[config.mk]
export PLATFORM = sky130hd
export DESIGN_NAME = trimmed_mean_window_filter_core
export DESIGN_NICKNAME = d
export VERILOG_FILES = /design/src/rtl/tmwf_pkg.sv /design/src/rtl/tmwf_lane.sv /design/src/rtl/trimmed_mean_window_filter_core.sv
export SDC_FILE = /design/constraint.sdc
export NUM_CORES = 2
export LEC_CHECK = 0
export BUFFER_PORTS_ARGS = -buffer_cell sky130_fd_sc_hd__buf_2
export CORE_MARGIN = 2
export CORE_UTILIZATION = 40
export CTS_CLUSTER_DIAMETER = 40
export DETAILED_ROUTE_END_ITERATION = 8
export PLACE_DENSITY = 0.66
export REMOVE_ABC_BUFFERS = 1
export SLEW_MARGIN = 20
export SYNTH_ARGS = -nofsm -noshare
export SYNTH_HDL_FRONTEND = slang
export SYNTH_SLANG_ARGS = --single-unit
export TNS_END_PERCENT = 10
[constraint.sdc]
create_clock -name clk -period 8.9 [get_ports clk]
set_clock_uncertainty 0.05 [all_clocks]
set_input_delay 1.78 -clock clk [delete_from_list [all_inputs] [get_ports clk]]
set_output_delay 1.78 -clock clk [all_outputs]
set_load 0.01 [all_outputs]
[src/rtl/tmwf_pkg.sv]
// Package with the constants, types and control structures of the trimmed mean window filter.
package tmwf_pkg;

	localparam int WINDOW_DEPTH = 8;
	localparam int SAMPLE_BITS = 16;
	localparam int KEEP_COUNT = 4;
	localparam int FIRST_KEPT_RANK = (WINDOW_DEPTH / 2) - 2;
	localparam int NUM_CHANNELS = 3;
	localparam int POS_BITS = $clog2(WINDOW_DEPTH);
	localparam int KEEP_BITS = $clog2(KEEP_COUNT);
	localparam int SUM_BITS = SAMPLE_BITS + KEEP_BITS;

	typedef logic [SAMPLE_BITS-1:0] sample_t;
	typedef logic [POS_BITS-1:0] pos_t;

	typedef enum logic [1:0] {
		ST_IDLE,
		ST_SORT,
		ST_SUM,
		ST_DONE
	} state_t;

	typedef struct packed {
		logic load;
		logic sort;
		logic phase_odd;
		logic acc_en;
		logic [KEEP_BITS-1:0] acc_idx;
	} lane_ctrl_t;

endpackage

[src/rtl/tmwf_lane.sv]
// One channel of the filter: sample ring, transposition sorter and trimmed sum accumulator.
module tmwf_lane
	import tmwf_pkg::*;
(
	input  logic       clk,
	input  logic       arst_n,
	input  lane_ctrl_t ctrl,
	input  pos_t       wr_pos,
	input  sample_t    sample,
	output sample_t    mean
);

	sample_t ring_q [WINDOW_DEPTH];
	sample_t sort_q [WINDOW_DEPTH];
	sample_t sort_d [WINDOW_DEPTH];
	logic [SUM_BITS-1:0] acc_q;
	pos_t rd_idx;

	always_ff @(posedge clk or negedge arst_n) begin
		if (!arst_n) begin
			for (int i = 0; i < WINDOW_DEPTH; i++) begin
				ring_q[i] <= '0;
			end
		end else if (ctrl.load) begin
			ring_q[wr_pos] <= sample;
		end
	end

	// Each phase exchanges disjoint neighbor pairs so that larger values move to lower ranks.
	always_comb begin
		for (int i = 0; i < WINDOW_DEPTH; i++) begin
			sort_d[i] = sort_q[i];
		end
		for (int i = 0; i < WINDOW_DEPTH - 1; i++) begin
			if ((ctrl.phase_odd == 1'(i % 2)) && (sort_q[i] < sort_q[i+1])) begin
				sort_d[i] = sort_q[i+1];
				sort_d[i+1] = sort_q[i];
			end
		end
	end

	always_ff @(posedge clk) begin
		if (ctrl.load) begin
			for (int i = 0; i < WINDOW_DEPTH; i++) begin
				sort_q[i] <= (pos_t'(i) == wr_pos) ? sample : ring_q[i];
			end
		end else if (ctrl.sort) begin
			for (int i = 0; i < WINDOW_DEPTH; i++) begin
				sort_q[i] <= sort_d[i];
			end
		end
	end

	assign rd_idx = pos_t'(FIRST_KEPT_RANK) + pos_t'(ctrl.acc_idx);

	always_ff @(posedge clk) begin
		if (ctrl.load) begin
			acc_q <= '0;
		end else if (ctrl.acc_en) begin
			acc_q <= acc_q + SUM_BITS'(sort_q[rd_idx]);
		end
	end

	assign mean = acc_q[SUM_BITS-1:KEEP_BITS];

endmodule

[src/rtl/trimmed_mean_window_filter_core.sv]
// Top level of the three channel sliding window trimmed mean filter.
// Each accepted transaction writes one sample per channel into that channel's ring of the last
// eight samples, copies the ring into a sorting register row, and sorts it in descending order
// with eight odd-even transposition phases, one phase per cycle in a shared row of compare and
// exchange cells. The four middle ranks are then summed one by one in a single adder and divided
// by four with truncation. The result register is loaded after the eight sort phases, the
// accumulation of the four middle ranks and a hand-off state, which stretches while an earlier
// result is still waiting. The result is held in an output register, so the next sample
// transaction is accepted while a result waits.
// The rings start at zero after reset, and those zeros take part in the sort until they are
// replaced.
module trimmed_mean_window_filter_core
	import tmwf_pkg::*;
(
	input  logic    clk,
	input  logic    arst_n,
	input  logic    sample_valid,
	output logic    sample_ready,
	input  sample_t supply_current_sample,
	input  sample_t load_voltage_sample,
	input  sample_t load_current_sample,
	output logic    filtered_valid,
	input  logic    filtered_ready,
	output sample_t supply_current_filtered,
	output sample_t load_voltage_filtered,
	output sample_t load_current_filtered
);

	state_t state_q;
	state_t state_d;
	pos_t cnt_q;
	pos_t cnt_d;
	pos_t pos_q;
	logic out_valid_q;
	logic out_load;
	lane_ctrl_t ctrl;
	sample_t lane_in [NUM_CHANNELS];
	sample_t lane_mean [NUM_CHANNELS];
	sample_t filt_q [NUM_CHANNELS];

	assign lane_in[0] = supply_current_sample;
	assign lane_in[1] = load_voltage_sample;
	assign lane_in[2] = load_current_sample;

	always_ff @(posedge clk or negedge arst_n) begin
		if (!arst_n) begin
			state_q <= ST_IDLE;
			cnt_q <= '0;
		end else begin
			state_q <= state_d;
			cnt_q <= cnt_d;
		end
	end

	always_comb begin
		state_d = state_q;
		cnt_d = cnt_q;
		sample_ready = 1'b0;
		out_load = 1'b0;
		ctrl = '0;
		ctrl.phase_odd = cnt_q[0];
		ctrl.acc_idx = cnt_q[KEEP_BITS-1:0];
		unique case (state_q)
			ST_IDLE: begin
				sample_ready = 1'b1;
				if (sample_valid) begin
					ctrl.load = 1'b1;
					cnt_d = '0;
					state_d = ST_SORT;
				end
			end
			ST_SORT: begin
				ctrl.sort = 1'b1;
				if (cnt_q == pos_t'(WINDOW_DEPTH - 1)) begin
					cnt_d = '0;
					state_d = ST_SUM;
				end else begin
					cnt_d = cnt_q + pos_t'(1);
				end
			end
			ST_SUM: begin
				ctrl.acc_en = 1'b1;
				if (cnt_q == pos_t'(KEEP_COUNT - 1)) begin
					cnt_d = '0;
					state_d = ST_DONE;
				end else begin
					cnt_d = cnt_q + pos_t'(1);
				end
			end
			ST_DONE: begin
				if (!out_valid_q || filtered_ready) begin
					out_load = 1'b1;
					state_d = ST_IDLE;
				end
			end
			default: begin
				state_d = ST_IDLE;
			end
		endcase
	end

	always_ff @(posedge clk or negedge arst_n) begin
		if (!arst_n) begin
			pos_q <= '0;
		end else if (ctrl.load) begin
			if (pos_q >= pos_t'(WINDOW_DEPTH - 1)) begin
				pos_q <= '0;
			end else begin
				pos_q <= pos_q + pos_t'(1);
			end
		end
	end

	always_ff @(posedge clk or negedge arst_n) begin
		if (!arst_n) begin
			out_valid_q <= 1'b0;
		end else if (out_load) begin
			out_valid_q <= 1'b1;
		end else if (filtered_ready) begin
			out_valid_q <= 1'b0;
		end
	end

	for (genvar c = 0; c < NUM_CHANNELS; c++) begin : g_lane
		tmwf_lane u_lane (
			.clk    (clk),
			.arst_n (arst_n),
			.ctrl   (ctrl),
			.wr_pos (pos_q),
			.sample (lane_in[c]),
			.mean   (lane_mean[c])
		);

		always_ff @(posedge clk) begin
			if (out_load) begin
				filt_q[c] <= lane_mean[c];
			end
		end
	end

	assign filtered_valid = out_valid_q;
	assign supply_current_filtered = filt_q[0];
	assign load_voltage_filtered = filt_q[1];
	assign load_current_filtered = filt_q[2];

endmodule

After elaboration in Yosys (flattened, before gate mapping)
Memory sizes are Yosys's and may differ from the RTL's.
Index checks and enable logic that the tools add are counted.
W data, S select, Z words.
{"block": "classes", "add_sub_neg": 6, "n_lt_le_gt_ge": 24, "eq_ne": 16, "n_mux": 100, "bitwise_logic": 26, "reduce_logical": 30}
{"cell": "$mux W16", "count": 49}
{"cell": "$mux W32", "count": 21}
{"cell": "$bwmux W128", "count": 3}
{"cell": "$lt A16 B16 Y1", "count": 21}
{"cell": "$add A18 B16 Y18", "count": 3}
{"cell": "$demux W16 S3", "count": 1}
{"cell": "$or A1 B1 Y1", "count": 24}
{"cell": "$logic_and A1 B1 Y1", "count": 22}
{"cell": "$mux W1", "count": 16}
{"cell": "$eq A3 B3 Y1 const A", "count": 4}
{"cell": "$mux W3", "count": 4}
{"cell": "$pmux W3 S3", "count": 1}
{"cell": "$mux W2", "count": 4}
{"cell": "$ne A2 B2 Y1 const B", "count": 4}
{"cell": "$pmux W2 S4", "count": 1}
{"cell": "$add A3 B1 Y3 const B", "count": 2}
{"cell": "$eq A2 B3 Y1 const A", "count": 2}
{"cell": "$eq A2 B2 Y1 const B", "count": 2}
{"cell": "$ge A4 B4 Y1 const B", "count": 1}
{"cell": "$lt A4 B1 Y1 const B", "count": 1}
{"cell": "$not A3 Y4", "count": 1}
{"cell": "$reduce_and A4 Y1", "count": 1}
{"cell": "$add A2 B2 Y3 const A", "count": 1}
{"cell": "$eq A1 B3 Y1 const A", "count": 1}
{"cell": "other kinds (12)", "count": 12}
{"block": "word_totals", "ff_bits": 447, "ram_bits": 432, "wordCells": 237, "n_memories": 4}
{"name": "g_lane[0].u_lane.sort_q", "depth": 8, "width": 16, "read_ports": 9, "rd_ports_with_merged_regs": 0, "wr": 8, "line": "tmwf_lane.sv:14", "rtl": "sample_t sort_q [WINDOW_DEPTH];"}
{"name": "g_lane[1].u_lane.sort_q", "depth": 8, "width": 16, "read_ports": 9, "rd_ports_with_merged_regs": 0, "wr": 8, "line": "tmwf_lane.sv:14"}
{"name": "g_lane[2].u_lane.sort_q", "depth": 8, "width": 16, "read_ports": 9, "rd_ports_with_merged_regs": 0, "wr": 8, "line": "tmwf_lane.sv:14"}
{"name": "filt_q", "depth": 3, "width": 16, "read_ports": 3, "rd_ports_with_merged_regs": 0, "wr": 3, "line": "trimmed_mean_window_filter_core.sv:39", "rtl": "sample_t filt_q [NUM_CHANNELS];"}

Logic depth before layout (Yosys ltp)
{"block": "logic_depth", "word_depth": 10, "mapped_depth": 14, "depth_no_buf": 11}

Modules after synthesis
A second synthesis with hierarchy kept.
{"block": "hier_totals", "hier_cells": 4671, "hier_area_um2": 51750.9}
{"mod": "tmwf_lane at g_lane[0].u_lane", "n_inst": 1, "cells_per_inst": 1556, "area_each_um2": 16662.2}
{"mod": "tmwf_lane at g_lane[1].u_lane", "n_inst": 1, "cells_per_inst": 1509, "area_each_um2": 16525.8}
{"mod": "tmwf_lane at g_lane[2].u_lane", "n_inst": 1, "cells_per_inst": 1497, "area_each_um2": 16513.3}
{"mod": "trimmed_mean_window_filter_core", "n_inst": 1, "cells_per_inst": 109, "area_each_um2": 2049.5}

Least setup slack after synthesis
OpenSTA, ideal clock, no wires.
{"block": "synth_timing", "kind": "input port to flip-flop", "start": "input port filtered_ready", "end": "memory filt_q[0][0] (netlist bit), enable pin", "setup_ns": 0.459, "arrival_ns": 3.983, "slack_ns": 4.408, "cell_stages": 2, "n_path_buf": 0, "cell_sequence": "nor2b_1 -> nor2b_1"}
{"element": "start, declared", "line": "trimmed_mean_window_filter_core.sv:23", "rtl": "input logic filtered_ready,"}
{"element": "end, declared", "line": "trimmed_mean_window_filter_core.sv:39"}

Worst setup path in the final report
{"block": "layout_timing", "start": "input port sample_valid", "end": "register g_lane[1].u_lane.ring_q[73] (netlist bit)"}
{"block": "layout_via", "elab_chain_len": 2}
{"element": "start, declared", "line": "trimmed_mean_window_filter_core.sv:17", "rtl": "input logic sample_valid,"}
{"element": "$mux W1", "line": "trimmed_mean_window_filter_core.sv:66", "rtl": "if (sample_valid) begin"}
{"element": "$mux W1", "line": "trimmed_mean_window_filter_core.sv:63", "rtl": "unique case (state_q)"}
{"element": "end signal, assigned by index", "line": "tmwf_lane.sv:25", "rtl": "ring_q[wr_pos] <= sample;"}
{"element": "end, declared", "line": "tmwf_lane.sv:13", "rtl": "sample_t ring_q [WINDOW_DEPTH];"}
Every way passes these cells.
A chain may end at the register's enable or synchronous reset.

==> out/results.ini <==
[run_status]
status = complete, no violations

[floorplan]
floorplan.die_area_um2 = 131000
initial_core_util = 0.403
die_h_um = 362
io_pins = 102
fp.dieW_um = 362
row_count = 131
core-area_um2 = 127000

[clocking]
cts_setup_buffers = 0
htree_levels = 4
clk_latency_ps = 760
cts_tree = done
cts_resized = 0
clk_pin_slew_ps = 60
clk_path_buf_depth = 3
postCtsHoldBufs = 0
cts_buffers = 136
numClockSinks = 879
clockRootBuffer = clkbuf_16

[detailed_routing]
met2_length_um = 69600
drt_first_pass_iters = 6
highest_layer = met5
wl_um = 153000
ant_nets = 0
met1_length_um = 64700
drt_iter0_drc = 3757
vias = 39100
avgRoutedWirePerCell_um = 23.3
route.detailed.drc = 0
viasPerCell = 5.98
wl_met3_um = 12400

[power]
switching_share = 0.420
p_seq_frac = 0.338
switching_power_w = 0.0116
p_int_w = 0.0160
p_per_area_nw_per_um2 = 474
combPwrFrac = 0.465
p_clk_frac = 0.197
ir_worst_vdd_mv = 0.263
p_leak_nw = 24.8

[critical_path]
cp_max_fo = 58
critPathCaptureType = register
critical_path_class = in -> reg
critPathRequiredTime_ps = 9500
cp-start-kind = input pin
cp.arrival_ps = 5150

[finish]
regArea_um2 = 23900
drive_gt1_frac = 0.190
multi_input_area_um2 = 25100
finalNetCount = 5193
area_delta_synth_final_pct = 13.2
final_util = 0.456
layout_common_cells = 596 x nand2_1, 432 x edfxtp_1, 391 x dfrtp_1, 386 x mux2_2, 373 x ha_1
final.fill_count = 11600
layout.cells.most_common = nand2_1

[grt]
grt_pass1_vias = 39400
grt_overflow = 0
antenna_found_initial = 9
grt.total_usage = 0.232
grt_max_degree = 150
grt_pass1_wl_um = 235000

[timing]
finalHoldViolations = 0
worst_pin_slew_ps = 1220
period_share = 0.512
max_freq_mhz = 220
rsz0062_at_grt = false
whs_ps = 411
relSlewSlack = 0.187
setup_viol = 0
drv_slew = 0
min_period_ps = 4560

[flow_run]
maxCapViolations = 0

[logic_synthesis]
ys_warn_count = 0
ys_seq_area_frac = 0.466
synthFlopType = edfxtp_1
synthArstFlopShare = 0.447
syn-cell-area_um2 = 51300
avgSynthCellArea_um2 = 10.7
synth-seq-cells = 879
synth_edf_count = 432
syn_inst = 4779
yosysUniqueCellTypes = 84

[placed_design]
gp_congestion = 0.880
dp_hpwl_um = 102000
numPortBuffers = 101

[worst_hold_path]
hold_class = reg -> reg

[final timing paths]
kind,depth (start not counted),endpoint,startpoint,slack (ps)
setup / recovery,6,g_lane[1].u_lane.ring_q[73]$_DFFE_PN0P_,sample_valid,4340
hold / removal,0,filt_q[0][12]$_DFFE_PP_,g_lane[0].u_lane.acc_q[14]$_SDFFE_PP0P_,410
setup reg to reg,12,g_lane[2].u_lane.acc_q[14]$_SDFFE_PP0P_,cnt_q[0]$_DFFE_PN0P_,4500
hold reg to reg,0,filt_q[0][12]$_DFFE_PP_,g_lane[0].u_lane.acc_q[14]$_SDFFE_PP0P_,410
max in group asynchronous,3,g_lane[0].u_lane.ring_q[116]$_DFFE_PN0P_,arst_n,6130
min in group asynchronous,1,g_lane[2].u_lane.ring_q[2]$_DFFE_PN0P_,arst_n,930
[cell type report]
cell class	instances	area share
Tap cell	1662	0.0358
Clock inverter	91	0.0176
Inverter	354	0.0229
Timing Repair Buffer	167	0.0178
Clock buffer	163	0.0628
Sequential cell	879	0.411
Antenna cell	2	0.0000862
Multi-Input combinational cell	3223	0.432
[metal layers]
layer | up-vias | GRT usage
met2 | 1540 | 0.369
met3 | 329 | 0.0472
met5 | - | 0
met4 | 10 | 0.0946
met1 | 19600 | 0.308
li1 | 17600 | -
[power by group through the flow]
stage                     Sequential (W)  Clock [W]  Combinational (W)
after floorplan                  0.00850          0            0.00926
after global placement           0.00923          0             0.0122
after detailed placement         0.00930          0             0.0126
after CTS                        0.00924    0.00550             0.0127
after global routing             0.00954    0.00569             0.0142
final                            0.00931    0.00543             0.0128
[kinds of logic after synthesis]
| group | share of synthesized area |
|---|---|
| flops | 0.466 |
| compound gates | 0.157 |
| simple gates | 0.0906 |
| fa+ha+maj | 0.0931 |
| xor+xnor | 0.00410 |
| mux | 0.137 |
| buf+inv | 0.0521 |
[critical path, stage by stage]
cell,delay (ps)
buf_2,150
and2_4,490
buf_4,680
nand4_1,960
buf_4,620
mux2_2,360
[stage by stage]
stage / instance area, um2 / std cells / setup WS, ps / total power, W / TNS, ps
after floorplan: 50000 / 4456 / -3640 / 0.0178 / -1246310
after global placement: 53400 / 6285 / 3690 / 0.0214 / 0
after detailed placement: 53400 / 6285 / 3570 / 0.0219 / 0
after CTS: 58000 / 6539 / 4370 / 0.0275 / 0
after global routing: 58100 / 6539 / 4160 / 0.0294 / 0
final: 58100 / 6541 / 4340 / 0.0275 / 0
[Yosys cell counts (16+ instances only)]
| cell | instances | area share |
|---|---|---|
| and3_1 | 42 | 0.0051 |
| a221o_2 | 28 | 0.0061 |
| a211oi_1 | 31 | 0.0045 |
| a31oi_1 | 85 | 0.010 |
| nand4_1 | 52 | 0.0063 |
| o2bb2ai_1 | 16 | 0.0027 |
| nor3_1 | 38 | 0.0037 |
| a221o_1 | 165 | 0.032 |
| edfxtp_1 | 432 | 0.25 |
| dfxtp_1 | 54 | 0.021 |
| mux2_2 | 386 | 0.085 |
| mux4_2 | 48 | 0.021 |
| nor2_1 | 142 | 0.010 |
| o21ai_0 | 175 | 0.017 |
| ha_1 | 377 | 0.092 |
| buf_1 | 31 | 0.0023 |
| nand3_1 | 89 | 0.0087 |
| mux2i_1 | 162 | 0.032 |
| clkbuf_1 | 212 | 0.016 |
| o31ai_1 | 38 | 0.0056 |
| o211ai_1 | 18 | 0.0026 |
| a21oi_1 | 341 | 0.033 |
| buf_2 | 71 | 0.0069 |
| o21a_1 | 17 | 0.0025 |
| nand2b_1 | 30 | 0.0037 |
| dfrtp_1 | 393 | 0.19 |
| nand2_1 | 602 | 0.044 |
| nor2b_1 | 19 | 0.0023 |
| inv_1 | 349 | 0.026 |
| a211o_1 | 38 | 0.0065 |
| a21o_1 | 137 | 0.020 |
[state kept, by name, indices dropped and copies added, names as in the netlist]
name,cells
filtered_valid,1
cnt_q,3
g_lane.u_lane.sort_q,384
state_q,2
filt_q,48
g_lane.u_lane.acc_q,54
g_lane.u_lane.ring_q,384
pos_q,3
Power figures use the tool's default switching activity.
